--- config.mk ---
export PLATFORM = sky130hd
export DESIGN_NAME = bcc_cross
export DESIGN_NICKNAME = d
export VERILOG_FILES = /design/src/design/bcc_cross.sv
export SDC_FILE = /design/constraint.sdc
export NUM_CORES = 2
export LEC_CHECK = 0
export BUFFER_PORTS_ARGS = -buffer_cell sky130_fd_sc_hd__buf_2
export CAP_MARGIN = 20
export CORE_MARGIN = 10
export CORE_UTILIZATION = 40
export CTS_CLUSTER_SIZE = 12
export DETAILED_ROUTE_END_ITERATION = 8
export SKIP_LAST_GASP = 1
export SYNTH_ARGS = -nofsm -noshare
export SYNTH_HDL_FRONTEND = slang
export SYNTH_SLANG_ARGS = --single-unit
--- constraint.sdc ---
create_clock -name clk -period 6.2 [get_ports clk]
set_input_delay 0.62 -clock clk [delete_from_list [all_inputs] [get_ports clk]]
set_output_delay 0.62 -clock clk [all_outputs]
set_load 0.03 [all_outputs]
--- src/design/bcc_cross.sv ---
// Two-stage 2D cross product x0*z1 - z0*x1 of signed differences.
`default_nettype none

module bcc_cross #(
    parameter int DIFF_BITS = 17
) (
    input  wire logic                          clk,
    input  wire logic                          ce,
    input  wire logic signed [DIFF_BITS-1:0]   x0,
    input  wire logic signed [DIFF_BITS-1:0]   z0,
    input  wire logic signed [DIFF_BITS-1:0]   x1,
    input  wire logic signed [DIFF_BITS-1:0]   z1,
    output logic signed [2*DIFF_BITS-1:0]      cross_out
);

    localparam int PW = 2 * DIFF_BITS;

    logic signed [PW-1:0] prod_a_reg;
    logic signed [PW-1:0] prod_b_reg;
    logic signed [PW-1:0] cross_reg;

    always_ff @(posedge clk)
    begin
        if (ce)
        begin
            prod_a_reg <= x0 * z1;
            prod_b_reg <= z0 * x1;
            cross_reg  <= prod_a_reg - prod_b_reg;
        end
    end

    assign cross_out = cross_reg;

endmodule

`default_nettype wire

; Word-level counts from Yosys, hierarchy flattened
; Index checks and enable logic that the tools add are counted.
[word_totals]
regBits = 102
input_bits = 70
output_inout_bits = 34
wordCells = 6
[classes]
n_addsub = 1
multipliers = 2
[op_table]
columns = operator, n
row1 = multiplier 17 x 17 -> 34 bit, 2
row2 = subtractor 34 bit, 1

; Depth between registers and ports, before layout
[logic_depth]
word_depth = 1
depth_mapped = 25

; Worst setup path after synthesis
; Ideal clock, no wire load.
[synth_timing]
kind = input to register
from = input x1[8]
to = register prod_b_reg[33] (data pin)
setup_ns = 0.263
arrival_ns = 6.391
slack_ns = -0.454
path_stages = 25
path_buffers = 3
cell_sequence = clkbuf_1 clkbuf_1 nand2_1 fa_1 inv_1 fa_1 inv_1 fa_1 inv_1 fa_1 fa_1 inv_1 fa_1 inv_1 ha_1 clkbuf_1 nand2_1 nor3_1 nand2_1 a211oi_1 o21ai_0 a221o_1 a21oi_1 a311oi_1 xnor2_1
[synth_via]
elab_chain_len = 1
[synth_lines]
columns = item, line_no
row1 = from (decl), 11  ; input wire logic signed [DIFF_BITS-1:0] x1,
row2 = multiplier 17 x 17 -> 34 bit, 27  ; prod_b_reg <= z0 * x1;
row3 = to (signal assigned), 27
row4 = to (decl), 19  ; logic signed [PW-1:0] prod_b_reg;
; No other way between the ends.
; A chain may end at the register's enable or synchronous reset.

; Worst setup path in the final report
[layout_timing]
from = input z1[6]
to = register prod_a_reg[32] (data pin)
[layout_via]
elab_chain_len = 1
[layout_lines]
columns = item, line_no
row1 = from (decl), 12  ; input wire logic signed [DIFF_BITS-1:0] z1,
row2 = multiplier 17 x 17 -> 34 bit, 26  ; prod_a_reg <= x0 * z1;
row3 = to (signal assigned), 26
row4 = to (decl), 18  ; logic signed [PW-1:0] prod_a_reg;
; No other way between the ends.

==> results.ini <==
[critical_path]
cp_max_fo = 6
worstRegToRegCells = 10
r2r_start = prod_a_reg[2]
critical-path-top-delay-family = adder cells
timing.critical_path.buf_inv = 6
most_prevalent_standard_cell_on_the_critical_path = sky130_fd_sc_hd__fa_1
cp_cell_sequence = buf_12 -> and2_4 -> fa_1 -> inv_2 -> fa_1 -> fa_1 -> fa_1 -> inv_1 -> fa_1 -> inv_2 -> fa_1 -> inv_2 -> ha_4 -> nand4_1 -> buf_4 -> nor2_4 -> o21ai_2 -> nand3_2 -> o211ai_1 -> a21oi_1 -> o31a_1 -> o2111a_1 -> a211o_1
critical_path.endpoint_type = register
worst_setup_path_category = input port to register
worst_r2r_endpoint = cross_out[32]
timing.critical_path.slowest_stage_cell = sky130_fd_sc_hd__fa_1
crit_path_start_kind = input port
reg2reg_setup_slack_ns = 2.81
timing.critical_path.arrival_ns = 6.22
cp.required_ns = 6.29
crit_path_max_incr_delay_ns = 0.54

[detailed_routing]
postRouteWirelength_um = 59800
drt_first_pass_iters = 5
ant_nets = 0
routed.top_layer = met4
route.met3.wl_um = 2120
met2_wirelength_um = 31000
drt_drc_violations_left = 0
drtIter0Drc = 835
m1WireLength_um = 25800
post_drt_via_cell_ratio = 4.83
drt-wirelength-per-cell_um = 15.2
route.vias.total = 19000

[yosys]
syn-mean-instance-area_um2 = 9.67
synth_xor_xnor_area_share_pct = 3.07
yosys.area.top_type = sky130_fd_sc_hd__fa_1
share_of_synthesized_cell_area_in_full_adder_half_adder_and_majority_cells_pct = 54.4
async_flop_share_pct = 0
synth_warnings = 0
synthDistinctLibCells = 62
synth_area_um2 = 26500
synthCells = 2741
synth.mux.area_fraction_pct = 0.0755
synth-compound-area-share_pct = 5.64
synth.yosys.seq_area_share_pct = 11.6
netlist_top_cells_area = sky130_fd_sc_hd__fa_1 45%, sky130_fd_sc_hd__edfxtp_1 12%, sky130_fd_sc_hd__ha_1 9.6%
synthMostInstantiatedCell = sky130_fd_sc_hd__inv_1
yosys_most_used_dff = sky130_fd_sc_hd__edfxtp_1
synth_fp_nets = 3607
ys_seq_elements = 102
combinational_family_with_the_most_area_after_synthesis = adder cells
yosysTopAreaCellShare_pct = 44.8
synth_commonest_cells = 673 x sky130_fd_sc_hd__inv_1, 593 x sky130_fd_sc_hd__fa_1, 302 x sky130_fd_sc_hd__and2_1
simple_gate_share_of_the_synthesized_area_pct = 14.7
synth_edf_count = 102

[floorplanning]
number_of_placement_rows = 94
initial_utilization_pct = 40.3
number_of_i_o_pins = 104
fp.dieW_um = 277
area_of_the_core_um2 = 65700
die_h_um = 277
dieArea_um2 = 77000

[sta]
final-setup-viol-count = 0
slew_headroom_pct = 32.4
final-hold-violation-count = 0
final-max-slew-violation-count = 0
unrepaired_setup_endpoints_after_global_routing = yes
timing.final.crit_share_pct = 98.8
clock.fmax_mhz = 163
setup_ws_post_layout_ns = 0.0715
worstMarginPinSlew_ns = 1.01
finalWorstPathRequiredPeriod_ns = 6.13
clock_skew_ns = 0.00729

[min_path]
min_delay_path_depth = 2
hold_path.class = register to register
min_delay_worst_endpoint = cross_out[0]
hold_path.startpoint = prod_b_reg[0]

[clock_network]
clock_tree.root_cell = sky130_fd_sc_hd__clkbuf_16
tritoncts = done
ctsHtreeMaxLevel = 3
worst_skew_pair.late_latency_ns = 0.34
clockBufferDepth = 2
tritoncts.num_buffers = 9
cts.reportedPaths.clkPinSlew_ns = 0.07
cts_sinks = 102
cts-hold-fix-buffers = 0

[placed_design]
hpwl_um = 53600
port-buffer-count = 103
place_worst_setup_slack_ns = -0.475
placed_cell_area_um2 = 30000
place_congestion = 0.859

[finish]
flow.area_growth_from_synthesis_pct = 16.4
insertedDiodeCount = 0
post-route-cell-area_um2 = 30800
final_layout_size_suffix_gt1_share_pct = 16.2
num-nets-final = 3933

[run_status]
run_status = complete, no violations

[global_route]
grt_util_all_layers_pct = 16.0
globalRouteOverflowTotal = 0
wire_length_of_the_first_global_routing_pass_um = 103000
grt_antenna_before_repair = 1
grt_start_max_net_pins = 80
grt_pass1_vias = 21300

[job]
max_cap_viol_count = 0

-- worst register-to-register path: cells and delay by family (launching register included) --
kind | cells | cell delay [ns]
DFF | 1 | 0.41
AOI/OAI and AO/OA | 7 | 2.06
and+or+nand+nor | 1 | 0.16
xor gates and xnor gates | 1 | 0.15
adders and majority gates | 1 | 0.36
-- worst max-delay path by stage --
stage / startpoint / endpoint / slack [ns] / cells after the start
after floorplan: x0[14] / prod_a_reg[32] / 0.003 / 20
after global placement: z0[10] / prod_b_reg[32] / -0.43 / 22
after detailed placement: z1[5] / prod_a_reg[31] / -0.48 / 23
after CTS: z1[5] / prod_a_reg[31] / 0.002 / 24
after global routing: z1[6] / prod_a_reg[31] / -0.13 / 23
final: z1[6] / prod_a_reg[32] / 0.07 / 23
-- stage by stage --
stage | hold slack [ns] | setup TNS, ns | util [%] | std cells
floorplan | 0.607 | 0 | - | 2741
global placement | 0.630 | -3.35 | 45.6 | 3913
detailed placement | 0.648 | -4.19 | 45.6 | 3913
CTS | 0.658 | 0 | 46.3 | 3930
global route | 0.679 | -0.616 | 46.9 | 3935
finish | 0.647 | 0 | 46.9 | 3935
-- final cells by class --
class                      count  area [um2]
clock inverter                 6        85.1
clock buffer                   9         225
timing repair buffer         391        2870
tap                          864        1080
inverter                     673        2530
multi-input combinational   1890       21000
sequential                   102        3060
fill                        6199       34900
-- placed cells by master, fill, tap and decap left out, types with 5 or more instances in the layout --
master | synthesis | layout
sky130_fd_sc_hd__a221o_1 | 5 | 5
sky130_fd_sc_hd__and2_4 | 0 | 14
sky130_fd_sc_hd__nor2_1 | 84 | 81
sky130_fd_sc_hd__nand4_1 | 6 | 6
sky130_fd_sc_hd__nor2b_1 | 11 | 11
sky130_fd_sc_hd__and2_1 | 302 | 288
sky130_fd_sc_hd__nand2_1 | 287 | 279
sky130_fd_sc_hd__nand2_2 | 0 | 8
sky130_fd_sc_hd__o21ai_0 | 43 | 35
sky130_fd_sc_hd__or3_1 | 5 | 5
sky130_fd_sc_hd__nor3_1 | 11 | 9
sky130_fd_sc_hd__o211ai_1 | 6 | 6
sky130_fd_sc_hd__ha_1 | 203 | 194
sky130_fd_sc_hd__fa_2 | 0 | 11
sky130_fd_sc_hd__fa_1 | 593 | 582
sky130_fd_sc_hd__xor2_1 | 21 | 21
sky130_fd_sc_hd__inv_2 | 0 | 5
sky130_fd_sc_hd__buf_6 | 0 | 18
sky130_fd_sc_hd__a21oi_2 | 0 | 9
sky130_fd_sc_hd__a21o_1 | 25 | 25
sky130_fd_sc_hd__o21bai_1 | 5 | 5
sky130_fd_sc_hd__clkbuf_16 | 0 | 10
sky130_fd_sc_hd__buf_4 | 0 | 291
sky130_fd_sc_hd__clkbuf_4 | 0 | 7
sky130_fd_sc_hd__a21oi_1 | 76 | 67
sky130_fd_sc_hd__ha_4 | 0 | 6
sky130_fd_sc_hd__a211oi_1 | 8 | 7
sky130_fd_sc_hd__o21a_1 | 14 | 14
sky130_fd_sc_hd__inv_1 | 673 | 668
sky130_fd_sc_hd__nand2b_1 | 27 | 27
sky130_fd_sc_hd__edfxtp_1 | 102 | 102
sky130_fd_sc_hd__buf_2 | 0 | 72
sky130_fd_sc_hd__nand3_1 | 18 | 14
sky130_fd_sc_hd__xnor2_1 | 72 | 72
-- logic make-up (layout without fill, tap and decap cells) --
group                      Yosys count  in the layout
AOI/OAI and AO/OA                  226            226
xor gates and xnor gates            93             93
adders and majority gates          796            796
buffers and inverters              749           1079
DFF                                102            102
muxes                                2              2
and+or+nand+nor                    773            773
-- metal layers --
metal / vias up / global-route usage, %
met5: - / 0
met4: 0 / 2.51
met3: 58 / 1.93
met2: 300 / 29.1
met1: 9791 / 20.4
li1: 8872 / -
-- repair_timing --
| action | in CTS | in global routing |
|---|---|---|
| endpoints found under the setup margin | 7 | 12 |
| setup buffers | 3 | 5 |
| pin swaps | 34 | 67 |
| gates cloned | 0 | 1 |
| gates resized for setup | 38 | 109 |
Power is not shown: default switching activity piles up to over one toggle a cycle in this logic, so the estimate is an artifact.
