$ cat src/design/bcc_pkg.sv
// Shared constants for the barycentric coordinate unit.
`default_nettype none

package bcc_pkg;

    // Weight format: signed Q4.12
    localparam int WEIGHT_BITS = 16;
    localparam int FRAC_BITS   = 12;
    // Unsigned quotient bits before the sign is applied
    localparam int QUOT_BITS   = 15;
    // Shift that sets the saturation bound: area * 8 equals 32768 / 4096
    localparam int SAT_SHIFT   = 3;

    localparam logic [WEIGHT_BITS-1:0] WEIGHT_MAX = 16'h7FFF;
    localparam logic [WEIGHT_BITS-1:0] WEIGHT_MIN = 16'h8000;

endpackage

`default_nettype wire

$ cat src/design/bcc_div_lane.sv
// Pipelined restoring divider: trunc(num * 4096 / area), saturated to Q4.12.
`default_nettype none

module bcc_div_lane #(
    parameter int MAG_BITS = 34
) (
    input  wire logic                              clk,
    input  wire logic                              ce,
    input  wire logic signed [MAG_BITS-1:0]        num,
    input  wire logic        [MAG_BITS-1:0]        area,
    output logic [bcc_pkg::WEIGHT_BITS-1:0]        weight
);

    localparam int QB = bcc_pkg::QUOT_BITS;
    localparam int DW = MAG_BITS + bcc_pkg::FRAC_BITS + bcc_pkg::SAT_SHIFT;

    logic [MAG_BITS-1:0] mag;
    logic                sat;

    logic [DW-1:0]       rem_reg  [0:QB];
    logic [MAG_BITS-1:0] area_reg [0:QB];
    logic [QB-1:0]       quot_reg [0:QB];
    logic                neg_reg  [0:QB];
    logic                sat_reg  [0:QB];
    logic [bcc_pkg::WEIGHT_BITS-1:0] weight_reg;
    logic [bcc_pkg::WEIGHT_BITS-1:0] weight_next;

    assign mag = num[MAG_BITS-1] ? (~num + 1'b1) : num;
    assign sat = {{bcc_pkg::SAT_SHIFT{1'b0}}, mag} >=
                 {area, {bcc_pkg::SAT_SHIFT{1'b0}}};

    always_ff @(posedge clk)
    begin
        if (ce)
        begin
            rem_reg[0]  <= {{bcc_pkg::SAT_SHIFT{1'b0}}, mag, {bcc_pkg::FRAC_BITS{1'b0}}};
            area_reg[0] <= area;
            quot_reg[0] <= '0;
            neg_reg[0]  <= num[MAG_BITS-1];
            sat_reg[0]  <= sat;
        end
    end

    // One quotient bit per stage, most significant first
    for (genvar k = 1; k <= QB; k++)
    begin : g_step
        logic [DW-1:0] trial;
        logic          fits;

        assign trial = {{(DW-MAG_BITS){1'b0}}, area_reg[k-1]} << (QB - k);
        assign fits  = rem_reg[k-1] >= trial;

        always_ff @(posedge clk)
        begin
            if (ce)
            begin
                rem_reg[k]  <= fits ? (rem_reg[k-1] - trial) : rem_reg[k-1];
                quot_reg[k] <= quot_reg[k-1] | (QB'(fits) << (QB - k));
                area_reg[k] <= area_reg[k-1];
                neg_reg[k]  <= neg_reg[k-1];
                sat_reg[k]  <= sat_reg[k-1];
            end
        end
    end

    always_comb
    begin
        if (sat_reg[QB])
            weight_next = neg_reg[QB] ? bcc_pkg::WEIGHT_MIN : bcc_pkg::WEIGHT_MAX;
        else if (neg_reg[QB])
            weight_next = ~{1'b0, quot_reg[QB]} + 1'b1;
        else
            weight_next = {1'b0, quot_reg[QB]};
    end

    always_ff @(posedge clk)
    begin
        if (ce)
            weight_reg <= weight_next;
    end

    assign weight = weight_reg;

endmodule

`default_nettype wire

$ cat config.mk
export PLATFORM = sky130hd
export DESIGN_NAME = bcc_div_lane
export DESIGN_NICKNAME = d
export VERILOG_FILES = /design/src/design/bcc_pkg.sv /design/src/design/bcc_div_lane.sv
export SDC_FILE = /design/constraint.sdc
export NUM_CORES = 2
export LEC_CHECK = 0
export BUFFER_PORTS_ARGS = -buffer_cell sky130_fd_sc_hd__buf_2
export CAP_MARGIN = 20
export CORE_MARGIN = 8
export CORE_UTILIZATION = 45
export CTS_CLUSTER_DIAMETER = 100
export DETAILED_ROUTE_END_ITERATION = 7
export PLACE_DENSITY = 0.61
export SLEW_MARGIN = 20
export SYNTH_ARGS = -nofsm -noshare
export SYNTH_HDL_FRONTEND = slang
export SYNTH_SLANG_ARGS = --single-unit
$ cat constraint.sdc
create_clock -name clk -period 7.1 [get_ports clk]
set_clock_uncertainty 0.1 [all_clocks]
set_input_delay 1.42 -clock clk [delete_from_list [all_inputs] [get_ports clk]]
set_output_delay 1.42 -clock clk [all_outputs]
set_load 0.01 [all_outputs]
# Yosys cells after proc, flatten, opt, wreduce, memory -nomap -nowiden
# Memory sizes are Yosys's and may differ from the RTL's.
# Index checks and enable logic that the tools add are counted.
totals:
  register_bits: 16
  latch_bits: 0
  ramBits: 1600
  romBits: 0
  input_bits: 70
  out_inout_bits: 16
  wordCells: 77
  memories: 5
classes:
  addsub: 17
  n_mul: 0
  div: 0
  n_lt_le_gt_ge: 16
  n_eq_ne: 0
  n_shift: 0
  muxes: 21
  n_bitwise: 17
  reduce_logical: 0
memory_table:
  columns: ["memory", "words", "word_bits", "read_ports", "rd_ports_with_merged_regs", "write_ports", "line", "rtl"]
  rows:
  - ["rem_reg", 16, 49, 15, 0, 16, "bcc_div_lane.sv:20", "logic [DW-1:0] rem_reg [0:QB];"]
  - ["area_reg", 16, 34, 15, 0, 16, "bcc_div_lane.sv:21", "logic [MAG_BITS-1:0] area_reg [0:QB];"]
  - ["quot_reg", 16, 15, 16, 0, 16, "bcc_div_lane.sv:22", "logic [QB-1:0] quot_reg [0:QB];"]
  - ["neg_reg", 16, 1, 16, 0, 16, "bcc_div_lane.sv:23", "logic neg_reg [0:QB];"]
  - ["sat_reg", 16, 1, 16, 0, 16, "bcc_div_lane.sv:24", "logic sat_reg [0:QB];"]
op_table:
  columns: ["cell", "n"]
  rows:
  - ["two-way mux 49 bit", 15]
  - [">= comparator 49 x 34 -> 1 bit", 1]
  - [">= comparator 49 x 35 -> 1 bit", 1]
  - [">= comparator 49 x 36 -> 1 bit", 1]
  - [">= comparator 49 x 37 -> 1 bit", 1]
  - [">= comparator 49 x 38 -> 1 bit", 1]
  - [">= comparator 49 x 39 -> 1 bit", 1]
  - [">= comparator 49 x 40 -> 1 bit", 1]
  - [">= comparator 49 x 41 -> 1 bit", 1]
  - [">= comparator 49 x 42 -> 1 bit", 1]
  - [">= comparator 49 x 43 -> 1 bit", 1]
  - [">= comparator 49 x 44 -> 1 bit", 1]
  - [">= comparator 49 x 45 -> 1 bit", 1]
  - [">= comparator 49 x 46 -> 1 bit", 1]
  - [">= comparator 49 x 47 -> 1 bit", 1]
  - [">= comparator 49 x 48 -> 1 bit", 1]
  - ["subtractor 49 x 34 -> 49 bit", 1]
  - ["subtractor 49 x 35 -> 49 bit", 1]
  - ["subtractor 49 x 36 -> 49 bit", 1]
  - ["subtractor 49 x 37 -> 49 bit", 1]
  - ["subtractor 49 x 38 -> 49 bit", 1]
  - ["subtractor 49 x 39 -> 49 bit", 1]
  - ["subtractor 49 x 40 -> 49 bit", 1]
  - ["subtractor 49 x 41 -> 49 bit", 1]
  - ["other kinds (30)", 33]

# Logic depth before layout (Yosys ltp)
# An unclocked memory read counts as a cell.
depth:
  ltp_word: 5
  ltp_mapped: 19
  ltp_nobuf: 19

# Least setup slack after synthesis
# No wires, ideal clock.
synth_timing:
  path_kind: "in2reg"
  startpoint: "input num[10]"
  endpoint: "memory sat_reg[0] (data pin)"
  setup_ns: 0.260
  arrival_time_ns: 5.254
  t_required_ns: 6.740
  setup_slack_ns: 1.486
  path_stages: 17
  n_path_buf: 0
  path_cell_list: "or4_4 -> or4_4 -> or3_4 -> or4_4 -> or2_4 -> or4_4 -> o21ai_0 -> xnor2_1 -> ha_1 -> nand2_1 -> nor3_1 -> nand4_1 -> a21boi_0 -> o21ai_0 -> nand2b_1 -> a211oi_1 -> nor4_1"
synth_rtl:
  columns: ["element", "line", "rtl"]
  rows:
  - ["start, declared", "bcc_div_lane.sv:9", "input wire logic signed [MAG_BITS-1:0] num,"]
  - ["end, declared", "bcc_div_lane.sv:24", null]

==> impl_summary.txt <==
----------------------------------------------------
[Layout]
  Antenna diodes ... 0
  Filler instances ... 14900
  Commonest non-fill, non-tap cells in the layout ... sky130_fd_sc_hd__edfxtp_1, sky130_fd_sc_hd__inv_1, sky130_fd_sc_hd__nand2_1
  Final net count ... 7742
  Most common library cell in the layout ignoring fill and taps ... sky130_fd_sc_hd__edfxtp_1
  Area growth from synthesis to layout ... 10.1%
  Non-filler cells in the finished layout ... 9430
  Core Util, Final ... 0.497
  Max reg flops ... 618
  Share of layout cells above drive strength 1 ... 0.0674

[Synthesis]
  Xor-xnor portion of the synthesized cell area ... 0.0631
  Top_reg_cell synth ... sky130_fd_sc_hd__edfxtp_1
  Compound-gate portion of the synthesized area ... 0.154
  Post-Synth Adder-Cell Area ... 0.0936
  Yosys cell types ... 80
  Register bit count reported by yosys ... 1296
  EDFF count, synth ... 1296
  Average footprint of a synthesized cell ... 10.7 um^2
  Register area share after synthesis ... 0.518
  Mux share of post-synthesis cell area ... 0.0134
  Net count of the mapped netlist ... 7663
  Combinational family with the most area after synthesis ... compound AO/OA/AOI/OAI gates
  Async SR Flop Fraction ... 0
  Yosys synthesis warning count ... 0
  Cell area after technology mapping ... 0.0752 mm^2
  Simple-gate portion of the synthesized area ... 0.115
  Number of instances in the synthesized netlist ... 7039

[Pwr]
  Combinational group share of total power ... 0.398
  Power per standard cell area ... 386 mW/mm^2
  Portion of total power attributed to the clock network ... 0.227
  Worst VDD drop ... 0.000289 V
  Register share of total power ... 0.375
  Cell leakage power ... 33.0 nW
  Switch Pwr ... 11.5 mW
  Cell-internal power ... 20.4 mW
  Switching portion of total power ... 0.360

[Critical path]
  Delay of the slowest cell on the worst path ... 0.55 ns
  Critical path data arrival time ... 5.74 ns
  Element type at the critical path start ... input pin
  Critical path endpoint category ... register
  Cell seen most often among critical-path stages ... sky130_fd_sc_hd__or4_4
  Crit Path Class ... input pin to register
  CP Buf/Inv Count ... 1
  Critical path data required time ... 7.53 ns
  Cells along the critical path ... buf_2 > or4_4 > or4_4 > or3_4 > or4_4 > or2_4 > or4_4 > o21ai_0 > xnor2_1 > ha_1 > nand2_1 > nor3_1 > nand4_1 > a21boi_0 > o21ai_0 > nand2b_1 > a211oi_1 > nor4_1
  Cell with the biggest individual delay on the critical path ... sky130_fd_sc_hd__or4_4
  Family with the most delay on the worst path ... simple AND/OR/NAND/NOR gates
  Worst-path fanout max ... 4

[Placement]
  Placed cells ... 9170
  IO Port Bufs ... 85
  Estimated wirelength of the detail-placed design ... 136 mm
  Final RePlAce weighted congestion ... 0.922

[Timing]
  Minimum period implied by the final worst setup slack ... 5.31 ns
  Number of failing hold endpoints at the final stage ... 0
  Slew @ Worst Pin ... 1.07 ns
  RSZ-0062 raised after global routing ... no
  Share of the clock period used by the worst path ... 0.749
  Setup tns final ... 0 ns
  Upper clock frequency limit ... 188 MHz
  Number of setup violations in the final report ... 0
  Remaining max-slew budget at the tightest pin ... 0.285
  Final slew viol count ... 0

[Clock network]
  Number of buffers created by CTS ... 149
  TritonCTS clock tree ... yes
  Maximum level of the CTS H-tree ... 4
  Deepest clock path buffer count ... 3
  Hold-fix buffers at CTS ... 0
  Latest clock arrival within the worst-skew pair ... 0.79 ns
  CTS resizes ... 0
  Num Clock Sinks ... 1296
  Post-CTS setup buffer count ... 0
  Clock transition time at the flip-flop clock pins of the worst setup and hold paths ... 0.06 ns
  CTS Root Buffer Type ... sky130_fd_sc_hd__clkbuf_16

[Route]
  Drt first pass iters ... 6
  Via count ... 51900
  Remaining routing DRC violations ... 0
  Top layer used by detailed routing ... met4
  Routed wire length ... 174 mm
  Number of DRC markers in iteration 0 ... 3063
  ANT nets after route ... 0
  Routed length on met2 ... 92.0 mm
  Post-DR wirelength/cell ... 18.5 um
  Met3 wire len ... 5.47 mm
  Wire length the detailed router placed on met1 ... 66.8 mm
  Per-cell via count in the routed design ... 5.50

[Floorplanning]
  Standard-cell row count ... 150
  Initial core utilization ... 0.451
  Vertical die dimension ... 425 um
  Die X ... 425 um
  Die Outline Area ... 0.180 mm^2
  Number of primary I/O pins ... 86
  Placeable core region ... 0.167 mm^2

[GRT]
  Number of global-route vias before repair ... 52800
  Number of antenna violations at the first check in global routing ... 1
  Remaining global-route overflow ... 0
  Largest net degree at the start of global routing ... 192
  Wire length of the first global-routing pass ... 277 mm
  GR Util All Layers ... 0.189

[Run status]
  Result of the run ... finished, final reports clean

[Hold path]
  Hold/Removal Path Class ... register to register

[Flow run]
  Maxcap violations ... 0

----------------------------------------------------
-- cell type report --
class,instances,area (um^2),area share
flip-flops and latches,1296,38900,0.470
multi-input cells,4878,33200,0.401
clock buffers,184,3860,0.0466
well taps,2204,2760,0.0333
inverters,668,2510,0.0303
repair buffers,125,816,0.00985
clock inverters,75,743,0.00898
-- stage by stage --
stage / power (mW) / worst slack, ns / hold WS (ns) / instance area [um^2]
detailed placement: 24.7 / 1.02 / 0.305 / 78200
finish: 31.9 / 1.79 / 0.311 / 82800
global placement: 24.5 / 0.950 / 0.300 / 78100
global route: 34.1 / 1.49 / 0.315 / 82800
floorplan: 21.3 / 1.49 / 0.300 / 75200
CTS: 32.1 / 1.86 / 0.312 / 82800
-- final timing paths --
path / startpoint / endpoint / cells past startpoint / slack (ns)
max: num[10] / sat_reg[0]$_DFFE_PP_ / 18 / 1.79
min: neg_reg[1][0]$_DFFE_PP_ / neg_reg[1][1]$_DFFE_PP_ / 0 / 0.31
max reg2reg: rem_reg[6][9]$_SDFFCE_PP0P_ / rem_reg[7][48]$_DFFE_PP_ / 13 / 1.92
min reg2reg: neg_reg[1][0]$_DFFE_PP_ / neg_reg[1][1]$_DFFE_PP_ / 0 / 0.31
-- metal layers --
| layer | track usage | vias to the layer above |
|---|---|---|
| li1 | - | 25800 |
| met1 | 0.197 | 24500 |
| met2 | 0.366 | 1032 |
| met3 | 0.0265 | 476 |
| met4 | 0.101 | 0 |
| met5 | 0 | - |
-- synth_stat cells, types with 31 or more instances --
master / number / area, um^2
sky130_fd_sc_hd__o211ai_1: 31 / 233
sky130_fd_sc_hd__a211oi_1: 37 / 278
sky130_fd_sc_hd__xor2_1: 251 / 2200
sky130_fd_sc_hd__nor4_1: 54 / 338
sky130_fd_sc_hd__a21boi_0: 31 / 233
sky130_fd_sc_hd__a21o_1: 279 / 2090
sky130_fd_sc_hd__edfxtp_1: 1296 / 38900
sky130_fd_sc_hd__and3_1: 39 / 244
sky130_fd_sc_hd__mux2_2: 85 / 957
sky130_fd_sc_hd__o21ai_0: 549 / 2750
sky130_fd_sc_hd__and2_1: 34 / 213
sky130_fd_sc_hd__ha_1: 540 / 6760
sky130_fd_sc_hd__inv_1: 667 / 2500
sky130_fd_sc_hd__nand4_1: 106 / 663
sky130_fd_sc_hd__o21bai_1: 60 / 450
sky130_fd_sc_hd__a31oi_1: 60 / 375
sky130_fd_sc_hd__xnor2_1: 291 / 2550
sky130_fd_sc_hd__nand2_1: 646 / 2420
sky130_fd_sc_hd__a21oi_1: 558 / 2790
sky130_fd_sc_hd__nand3_1: 107 / 536
sky130_fd_sc_hd__clkbuf_1: 174 / 653
sky130_fd_sc_hd__nor2_1: 389 / 1460
sky130_fd_sc_hd__nor3_1: 95 / 475
sky130_fd_sc_hd__o21a_1: 65 / 488
sky130_fd_sc_hd__nor2b_1: 86 / 538
sky130_fd_sc_hd__nand2b_1: 86 / 538
sky130_fd_sc_hd__o31ai_1: 50 / 375
-- power groups by stage --
stage                     registers, mW  logic, mW  clock network (mW)
final                              12.0       12.7                7.25
after global routing               12.2       14.2                7.75
after CTS                          12.0       12.7                7.46
after detailed placement           12.1       12.6                   0
after global placement             12.1       12.4                   0
after floorplan                    11.6       9.64                   0
-- kinds of logic after synthesis --
kind of cell | Yosys count
mux | 90
compound gates | 1890
flops | 1296
xor+xnor | 542
buf+inv | 865
simple gates | 1802
fa+ha+maj | 554
-- worst register-to-register path, delay by kind of cell (launching register included) --
family	cells	cell delay, ns
flops	1	0.42
xor+xnor	1	0.11
buf+inv	1	0.51
compound gates	6	2.40
fa+ha+maj	1	0.32
simple gates	4	1.07
(Power assumes the default switching activity.)
